## config.mk

```make
export PLATFORM = sky130hd
export DESIGN_NAME = scancode_to_ascii_fifo
export DESIGN_NICKNAME = d
export VERILOG_FILES = /design/src/sc2a_pkg.sv /design/src/sc2a_ram.sv /design/src/scancode_to_ascii_fifo.sv
export VERILOG_INCLUDE_DIRS = /design/src /design/src/src
export SDC_FILE = /design/constraint.sdc
export NUM_CORES = 2
export LEC_CHECK = 0
export BUFFER_PORTS_ARGS = -buffer_cell sky130_fd_sc_hd__buf_2
export CORE_MARGIN = 10
export CORE_UTILIZATION = 39
export CTS_BUF_LIST = sky130_fd_sc_hd__clkbuf_8
export DETAILED_ROUTE_END_ITERATION = 8
export GPL_TIMING_DRIVEN = 0
export HOLD_SLACK_MARGIN = 0.1
export MAX_ROUTING_LAYER = met4
export PLACE_DENSITY_LB_ADDON = 0.1
export REMOVE_ABC_BUFFERS = 1
export SLEW_MARGIN = 20
export SYNTH_ARGS = -nofsm -noshare
export SYNTH_HDL_FRONTEND = slang
export SYNTH_SLANG_ARGS = --single-unit
export TNS_END_PERCENT = 1
```

## constraint.sdc

```tcl
create_clock -name clk -period 14.95 [get_ports clk]
set_input_delay 1.495 -clock clk [delete_from_list [all_inputs] [get_ports clk]]
set_output_delay 1.495 -clock clk [all_outputs]
set_load 0.03 [all_outputs]
```

## src/assert_macros.svh

```systemverilog
// ----------------------------------------------------------------------------
// assert_macros.svh
// concurrent assertion shorthands shared by the rtl
// ----------------------------------------------------------------------------
`ifndef ASSERT_MACROS_SVH
`define ASSERT_MACROS_SVH

// checked on the rising edge, off while reset is held
`define ASSERT_CLK(lbl, clk, rst_n, prop) \
	lbl: assert property (@(posedge clk) disable iff (!rst_n) (prop)) \
		else $error("assertion failed");

// checked on the rising edge, also during reset
`define ASSERT_ALWAYS(lbl, clk, prop) \
	lbl: assert property (@(posedge clk) (prop)) \
		else $error("assertion failed");

`endif

```

## src/sc2a_pkg.sv

```systemverilog
// ----------------------------------------------------------------------------
// sc2a_pkg
// constants, key codes and the set-1 us layout lookup for the scan code fifo
// ----------------------------------------------------------------------------
`timescale 1ns / 1ps

package sc2a_pkg;

	localparam int DEPTH = 256;
	localparam int PTR_W = $clog2(DEPTH);
	localparam int CHAR_W = 7;
	localparam int CODE_W = 8;

	localparam logic OP_SCAN = 1'b0;
	localparam logic OP_READ = 1'b1;

	localparam logic [CODE_W-2:0] KEY_LSHIFT = 7'h2A;
	localparam logic [CODE_W-2:0] KEY_RSHIFT = 7'h36;

	typedef logic [PTR_W-1:0] ptr_t;
	typedef logic [CHAR_W-1:0] char_t;

	function automatic ptr_t ptr_next(input ptr_t p);
		return (p == PTR_W'(DEPTH - 1)) ? '0 : p + 1'b1;
	endfunction

	// set-1 make code to ascii, zero for unmapped keys
	function automatic char_t scan_to_ascii(input logic [CODE_W-2:0] code, input logic shift);
		char_t plain;
		char_t shifted;
		plain = '0;
		shifted = '0;
		case (code)
			7'd1: begin plain = 7'h1B; shifted = 7'h1B; end
			7'd2: begin plain = 7'h31; shifted = 7'h21; end
			7'd3: begin plain = 7'h32; shifted = 7'h40; end
			7'd4: begin plain = 7'h33; shifted = 7'h23; end
			7'd5: begin plain = 7'h34; shifted = 7'h24; end
			7'd6: begin plain = 7'h35; shifted = 7'h25; end
			7'd7: begin plain = 7'h36; shifted = 7'h5E; end
			7'd8: begin plain = 7'h37; shifted = 7'h26; end
			7'd9: begin plain = 7'h38; shifted = 7'h2A; end
			7'd10: begin plain = 7'h39; shifted = 7'h28; end
			7'd11: begin plain = 7'h30; shifted = 7'h29; end
			7'd12: begin plain = 7'h2D; shifted = 7'h5F; end
			7'd13: begin plain = 7'h3D; shifted = 7'h2B; end
			7'd14: begin plain = 7'h08; shifted = 7'h08; end
			7'd15: begin plain = 7'h09; shifted = 7'h09; end
			7'd16: begin plain = 7'h71; shifted = 7'h51; end
			7'd17: begin plain = 7'h77; shifted = 7'h57; end
			7'd18: begin plain = 7'h65; shifted = 7'h45; end
			7'd19: begin plain = 7'h72; shifted = 7'h52; end
			7'd20: begin plain = 7'h74; shifted = 7'h54; end
			7'd21: begin plain = 7'h79; shifted = 7'h59; end
			7'd22: begin plain = 7'h75; shifted = 7'h55; end
			7'd23: begin plain = 7'h69; shifted = 7'h49; end
			7'd24: begin plain = 7'h6F; shifted = 7'h4F; end
			7'd25: begin plain = 7'h70; shifted = 7'h50; end
			7'd26: begin plain = 7'h5B; shifted = 7'h7B; end
			7'd27: begin plain = 7'h5D; shifted = 7'h7D; end
			7'd28: begin plain = 7'h0A; shifted = 7'h0A; end
			7'd30: begin plain = 7'h61; shifted = 7'h41; end
			7'd31: begin plain = 7'h73; shifted = 7'h53; end
			7'd32: begin plain = 7'h64; shifted = 7'h44; end
			7'd33: begin plain = 7'h66; shifted = 7'h46; end
			7'd34: begin plain = 7'h67; shifted = 7'h47; end
			7'd35: begin plain = 7'h68; shifted = 7'h48; end
			7'd36: begin plain = 7'h6A; shifted = 7'h4A; end
			7'd37: begin plain = 7'h6B; shifted = 7'h4B; end
			7'd38: begin plain = 7'h6C; shifted = 7'h4C; end
			7'd39: begin plain = 7'h3B; shifted = 7'h3A; end
			7'd40: begin plain = 7'h27; shifted = 7'h22; end
			7'd41: begin plain = 7'h60; shifted = 7'h7E; end
			7'd43: begin plain = 7'h5C; shifted = 7'h7C; end
			7'd44: begin plain = 7'h7A; shifted = 7'h5A; end
			7'd45: begin plain = 7'h78; shifted = 7'h58; end
			7'd46: begin plain = 7'h63; shifted = 7'h43; end
			7'd47: begin plain = 7'h76; shifted = 7'h56; end
			7'd48: begin plain = 7'h62; shifted = 7'h42; end
			7'd49: begin plain = 7'h6E; shifted = 7'h4E; end
			7'd50: begin plain = 7'h6D; shifted = 7'h4D; end
			7'd51: begin plain = 7'h2C; shifted = 7'h3C; end
			7'd52: begin plain = 7'h2E; shifted = 7'h3E; end
			7'd53: begin plain = 7'h2F; shifted = 7'h3F; end
			7'd55: begin plain = 7'h2A; shifted = 7'h2A; end
			7'd57: begin plain = 7'h20; shifted = 7'h20; end
			7'd74: begin plain = 7'h2D; shifted = 7'h2D; end
			7'd78: begin plain = 7'h2B; shifted = 7'h2B; end
			default: begin plain = '0; shifted = '0; end
		endcase
		return shift ? shifted : plain;
	endfunction

endpackage

```

## src/sc2a_ram.sv

```systemverilog
// ----------------------------------------------------------------------------
// sc2a_ram
// simple dual port ram, one write port, one read port with registered data
// ----------------------------------------------------------------------------
`timescale 1ns / 1ps

module sc2a_ram #(
	parameter int WIDTH = 8,
	parameter int DEPTH = 256
) (
	input  logic                     clk,
	input  logic                     we,
	input  logic [$clog2(DEPTH)-1:0] waddr,
	input  logic [WIDTH-1:0]         wdata,
	input  logic                     re,
	input  logic [$clog2(DEPTH)-1:0] raddr,
	output logic [WIDTH-1:0]         rdata
);

	logic [WIDTH-1:0] mem [DEPTH];

	always_ff @(posedge clk) begin
		if (we) begin
			mem[waddr] <= wdata;
		end
		if (re) begin
			rdata <= mem[raddr];
		end
	end

endmodule

```

## src/scancode_to_ascii_fifo.sv

```systemverilog
// ----------------------------------------------------------------------------
// scancode_to_ascii_fifo
// set-1 scan codes to us ascii with a ring buffer of DEPTH-1 characters
// ----------------------------------------------------------------------------
// read path: a read result passes the stage register, then the master side output register
// throughput: 1 item per cycle, but the slave side stalls while one read
// result waits in the stage register and another sits on the master side, so
// back-to-back reads stall even when the master side is ready
// reset: pointers, shift flag and valid flags clear at once; the character
// ram is not cleared and needs no clearing pass
// ----------------------------------------------------------------------------
`timescale 1ns / 1ps
`include "assert_macros.svh"

module scancode_to_ascii_fifo
	import sc2a_pkg::*;
(
	input  logic              clk,
	input  logic              arst_n,
	input  logic              s_axis_tvalid,
	output logic              s_axis_tready,
	input  logic [CODE_W-1:0] s_axis_tdata,  // [7:0] scan_code
	input  logic              s_axis_tuser,  // [0] opcode
	output logic              m_axis_tvalid,
	input  logic              m_axis_tready,
	output logic [7:0]        m_axis_tdata,  // [6:0] read_char, [7] zero
	output logic              m_axis_tuser   // [0] read_empty
);

	ptr_t  wr_ptr_q;
	ptr_t  rd_ptr_q;
	logic  shift_q;
	logic  valid_s1;
	logic  empty_s1;
	char_t rdata;

	logic  in_xfer;
	logic  is_read;
	logic  released;
	logic  is_shift;
	char_t ascii;
	ptr_t  wr_next;
	logic  fifo_full;
	logic  fifo_empty;
	logic  push;
	logic  pop;
	logic  advance;

	assign s_axis_tready = !(valid_s1 && m_axis_tvalid);
	assign in_xfer = s_axis_tvalid && s_axis_tready;
	assign is_read = (s_axis_tuser == OP_READ);
	assign released = s_axis_tdata[CODE_W-1];
	assign is_shift = (s_axis_tdata[CODE_W-2:0] == KEY_LSHIFT)
		|| (s_axis_tdata[CODE_W-2:0] == KEY_RSHIFT);
	assign ascii = scan_to_ascii(s_axis_tdata[CODE_W-2:0], shift_q);
	assign wr_next = ptr_next(wr_ptr_q);
	assign fifo_full = (wr_next == rd_ptr_q);
	assign fifo_empty = (wr_ptr_q == rd_ptr_q);
	assign push = in_xfer && !is_read && !released && !is_shift
		&& (ascii != '0) && !fifo_full;
	assign pop = in_xfer && is_read && !fifo_empty;
	assign advance = valid_s1 && (!m_axis_tvalid || m_axis_tready);

	sc2a_ram #(
		.WIDTH(CHAR_W),
		.DEPTH(DEPTH)
	) u_ram (
		.clk  (clk),
		.we   (push),
		.waddr(wr_ptr_q),
		.wdata(ascii),
		.re   (pop),
		.raddr(rd_ptr_q),
		.rdata(rdata)
	);

	always_ff @(posedge clk or negedge arst_n) begin
		if (!arst_n) begin
			wr_ptr_q <= '0;
			rd_ptr_q <= '0;
			shift_q <= 1'b0;
			valid_s1 <= 1'b0;
			m_axis_tvalid <= 1'b0;
		end else begin
			if (push) begin
				wr_ptr_q <= wr_next;
			end
			if (pop) begin
				rd_ptr_q <= ptr_next(rd_ptr_q);
			end
			if (in_xfer && !is_read && is_shift) begin
				shift_q <= !released;
			end
			if (in_xfer && is_read) begin
				valid_s1 <= 1'b1;
			end else if (advance) begin
				valid_s1 <= 1'b0;
			end
			if (advance) begin
				m_axis_tvalid <= 1'b1;
			end else if (m_axis_tready) begin
				m_axis_tvalid <= 1'b0;
			end
		end
	end

	// payload
	always_ff @(posedge clk) begin
		if (in_xfer && is_read) begin
			empty_s1 <= fifo_empty;
		end
		if (advance) begin
			m_axis_tdata <= {1'b0, (empty_s1 ? char_t'(0) : rdata)};
			m_axis_tuser <= empty_s1;
		end
	end

	`ASSERT_CLK(a_empty_has_no_char, clk, arst_n,
		m_axis_tvalid && m_axis_tuser |-> m_axis_tdata == 8'd0)
	`ASSERT_CLK(a_empty_read_flagged, clk, arst_n,
		in_xfer && is_read && fifo_empty |=> valid_s1 && empty_s1)
	`ASSERT_CLK(a_rd_ptr_moves_on_pop, clk, arst_n,
		!$stable(rd_ptr_q) |-> $past(pop))
	`ASSERT_CLK(a_ptr_in_range, clk, arst_n,
		32'(wr_ptr_q) < DEPTH && 32'(rd_ptr_q) < DEPTH)

endmodule
```

Word-level counts from Yosys, hierarchy flattened:

Memories as Yosys holds them, arrays and structs flattened. A register that Yosys moved wholly into a read port is not among the register bits.
Index checks and enable logic that the tools add are counted.

* register bits: 28
* bits in writable memories: 1792
* ROM bits: 1792
* input port bits: 13
* output and inout port bits: 11
* logic and storage cells: 50
* memories: 2

Memory list
* (no name shown): words 128, width 14, rd ports 1, clocked after Yosys merged registers in 0, wr ports 0, line sc2a_pkg.sv:33 `case (code)`
* u_ram.mem: words 256, width 7, rd ports 1, clocked after Yosys merged registers in 1, wr ports 1, line sc2a_ram.sv:20 `logic [WIDTH-1:0] mem [DEPTH];`

* $add $sub $neg: 2
* equal/unequal tests: 6
* mux-type cells: 9
* reductions and logical operators: 23

Operators by type and width (number)
* 8-bit by 1-bit adder with 8-bit output (second input constant): 2
* 8-bit == test: 2
* 8-bit == test (second input constant): 2
* 8-bit two-way mux: 2
* 7-bit by 6-bit == test with 1-bit output (second input constant): 2
* 1-bit logical AND: 11
* 1-bit zero test: 7
* 7-bit two-way mux: 1
* 7-bit nonzero test: 1
* 1-bit two-way mux: 6
* 2-bit nonzero test: 2
* 1-bit logical OR: 2

Longest topological paths before layout:

* depth in word-level cells: 10
* mapped depth: 12

By module:

A second synthesis with hierarchy kept.

* cells, all modules: 3738
* area, all modules: 73210.2 µm²

Modules (own cells, without submodules)
* sc2a_ram: instances 1, cells an instance 3381, area each 70267.4 µm²
* scancode_to_ascii_fifo: instances 1, cells an instance 357, area each 2942.8 µm²

Least setup slack after synthesis:

Ideal clock, no wire load.

* path kind: input to register
* start: input s_axis_tdata[0]
* end: memory u_ram.mem[0][0] in the netlist's numbering (data pin)
* data arrival time: 12.672 ns
* required time: 12.763 ns
* setup slack: 0.091 ns
* cell stages on the path: 8
* path buffers: 1
* cell sequence: clkbuf_1 inv_1 ha_1 inv_1 or4_1 nand4_1 a221oi_1 o21ai_0

* cells in the longest elaborated chain, start to end: 2

RTL lines
* start, declared: line scancode_to_ascii_fifo.sv:22 `input logic [CODE_W-1:0] s_axis_tdata,`
* memory 128 x 14 bit
* 7-bit two-way mux: line sc2a_pkg.sv:91 `return shift ? shifted : plain;`
* named net ascii[0]: line scancode_to_ascii_fifo.sv:41 `char_t ascii;`
* end, declared: line sc2a_ram.sv:20

The timed path passes the listed nets, and every way through them passes these cells.

Worst setup path after layout:

* start: input s_axis_tdata[3]
* end: memory u_ram.mem[236][4] in the netlist's numbering (enable)

RTL lines
* memory 128 x 14 bit
* 7-bit two-way mux: line sc2a_pkg.sv:91
* named net ascii[6]: line scancode_to_ascii_fifo.sv:41
* 7-bit nonzero test: line scancode_to_ascii_fifo.sv:60 `&& (ascii != '0) && !fifo_full;`
* 1-bit logical AND (2 in series): line scancode_to_ascii_fifo.sv:60
* 1-bit two-way mux: line sc2a_ram.sv:23 `if (we) begin`
* 1-bit two-way mux (implied by the code): line sc2a_ram.sv:24 `mem[waddr] <= wdata;`

The timed path passes the listed nets, and every way through them passes these cells.

==> results.json <==
{
  "p_leak_nw": 26.0,
  "viasPerCell": 5.64,
  "fmax_ghz": 0.181,
  "setup_viol": 0,
  "die_x_microns": 452,
  "ctsResizeCount": 0,
  "ios": 24,
  "min_path_type": "in2async",
  "antenna_found_initial": 3,
  "ys_async_sr_fraction": 0.0104,
  "cts_hold_repair.buffers": 0,
  "place_inst": 5718,
  "cts.sinks": 1827,
  "grt_pass1_wl_microns": 273000,
  "final_layout_size_suffix_gt1_frac": 0.336,
  "relSlewSlack": 0.196,
  "finalPower_mw": 14.2,
  "syn_avg_cell_area_sq_um": 21.7,
  "overflow": 0,
  "wl_per_cell_microns": 30.5,
  "status": "finished, final reports clean",
  "synth.distinct_cells": 74,
  "crit_chain": "buf_2 > clkinv_1 > o211ai_1 > and4_4 > buf_12 > a21oi_1 > nand4_1 > o21ai_4 > buf_16 > buf_16 > buf_16 > nor3_1",
  "synth_area_sq_um": 72800,
  "grt_max_degree": 137,
  "critPathRequiredTime_ns": 15.56,
  "post_cts_buffers": 0,
  "critPathBufInv": 6,
  "synthCells": 3354,
  "layout_common_cells": "edfxtp_1, mux4_2, clkbuf_8, nor3_2, inv_1",
  "ir_worst_vdd_mv": 0.110,
  "filler_cell_count": 15571,
  "drc_errors": 0,
  "syn_to_final_growth_pct": 15.3,
  "yosys.area.top_type": "edfxtp_1",
  "vias": 35344,
  "place_hpwl_microns": 120000,
  "drv_slew": 0,
  "die_height_microns": 452,
  "die_area_sq_um": 204000,
  "synth_top_area_frac": 0.746,
  "ant_nets": 0,
  "startpoint_type": "input port",
  "firstDrtPassIters": 5,
  "clock-root-buffer": "clkbuf_8",
  "rsz0062_at_grt": "false",
  "core_area_sq_um": 185000,
  "criticalPathCategory": "in2reg",
  "critPathMaxStageDelay_ns": 0.89,
  "yosysSeqAreaShare": 0.753,
  "slowest_stage": "nor3_1",
  "maxCapViolations": 0,
  "whs_ns": 0.488,
  "cpMostUsedCell": "buf_16",
  "critPathArrivalTime_ns": 6.15,
  "final_cells": 6267,
  "skew_ns": 0.0430,
  "grt_pass1_vias": 36942,
  "ff2ff_path_depth": 10,
  "period_minus_slack_ns": 5.54,
  "yosys_warnings": 0,
  "ys.flop_type": "edfxtp_1",
  "cts_tree": "built",
  "clockBufferDepth": 4,
  "ys_seq_elements": 1827,
  "nets": 3591,
  "gp_congestion": 0.792,
  "crit_fanout": 57,
  "wirelength_microns": 191000,
  "fin_crit_sh": 0.371,
  "clock_latency_ns": 1.03,
  "drt_iter0_markers": 3059,
  "rr_startpoint": "wr_ptr_q[7]",
  "hold_viol": 0,
  "tightestPinTransition_ns": 1.20,
  "reg2reg_slack_ns": 9.71,
  "port_buffers": 22,
  "final_common_cell": "edfxtp_1",
  "synth_edf_count": 1808,
  "critical_path.top_delay_family": "buffers and inverters",
  "path_clk_slew_ns": 0.07,
  "gr-usage-all-layers": 0.190,
  "rows": 158,
  "powerDensity_nw_per_um2": 170,
  "htree_levels": 5,
  "floorplan.initialDensity": 0.392,
  "critPathCaptureType": "register",
  "numCtsBuffers": 319,
  "r2r-end": "u_ram.mem[236][4]",
  "yosys-top-cells-area": "edfxtp_1, mux4_2, nor3_1",
  "finalSetupTns_ns": 0
}
-- registers in the layout, indices dropped and copies added (netlist names), 7 cells and up --
name and flops:
rd_ptr_q 8, m_axis_tdata 7, u_ram.mem 1792, wr_ptr_q 8
u_ram.rdata 7
-- final cells by class --
type | instances | area [sq um] | share of cell area
inverters | 22 | 103 | 0.00122
flip-flops and latches | 1827 | 54800 | 0.653
multi-input cells | 1274 | 17900 | 0.213
repair buffers | 115 | 2410 | 0.0287
well taps | 2480 | 3100 | 0.0370
diodes | 5 | 12.5 | 0.000149
clock inverters | 220 | 1150 | 0.0137
clock buffers | 324 | 4460 | 0.0532
-- worst max-delay path by stage --
stage / start / slack, ns / endpoint / cells after the start
2_1_floorplan: rd_ptr_q[0] / -11.30 / u_ram.mem[0][0] / 7
3_3_place_gp: rd_ptr_q[0] / -28.16 / u_ram.mem[86][1] / 7
3_5_place_dp: s_axis_tdata[1] / 8.33 / u_ram.mem[227][3] / 13
4_1_cts: s_axis_tdata[1] / 9.42 / u_ram.mem[71][5] / 13
5_1_grt: s_axis_tdata[3] / 9.14 / u_ram.mem[81][1] / 12
6_report: s_axis_tdata[3] / 9.41 / u_ram.mem[236][4] / 12
-- cells in the mapped netlist (8+ instances only) --
| cell type | instances |
|---|---|
| edfxtp_1 | 1808 |
| mux4_2 | 548 |
| nor3_1 | 251 |
| clkbuf_1 | 107 |
| buf_2 | 87 |
| nand2_1 | 73 |
| nor2_1 | 44 |
| a22oi_1 | 34 |
| a21oi_1 | 32 |
| mux2i_1 | 28 |
| inv_1 | 20 |
| dfrtp_1 | 19 |
| ha_1 | 19 |
| nand2b_1 | 18 |
| nand3_1 | 16 |
| nor2b_1 | 16 |
| o21ai_0 | 15 |
| xnor2_1 | 15 |
| buf_1 | 13 |
| buf_4 | 13 |
| buf_6 | 11 |
| a211oi_1 | 10 |
| nand4_1 | 10 |
| o211ai_1 | 9 |
| a22o_1 | 8 |
-- logic make-up (layout without fill, tap and decap cells) --
logic type,count (synthesis),count (layout),synth area share
DFF,1827,1827,0.753
muxes,581,581,0.174
and+or+nand+nor,468,468,0.0322
buffers and inverters,253,681,0.0164
AOI/OAI and AO/OA,184,184,0.0185
adders and majority gates,20,20,0.00341
xor gates and xnor gates,20,20,0.00241
other,1,6,0.0000515
-- power breakdown --
part           switching [mW]  internal, mW
registers               0.134          5.73
clock network            1.97          2.16
logic                    2.35          1.89
-- layer usage --
metal,wire length (microns),vias up,GRT usage
met5,0,-,-
met4,4760,0,0.0563
met3,10400,344,0.0335
met2,96200,1247,0.308
met1,80000,18984,0.248
li1,-,14769,-
-- per-stage QoR --
stage,setup WS (ns),area (sq um),utilization
final,9.41,83900,0.452
after global routing,9.14,83900,0.452
after CTS,9.42,83200,0.449
after detailed placement,8.33,77600,0.419
after global placement,-28.16,74900,0.404
after floorplan,-11.30,71600,-
(Power assumes the default switching activity.)
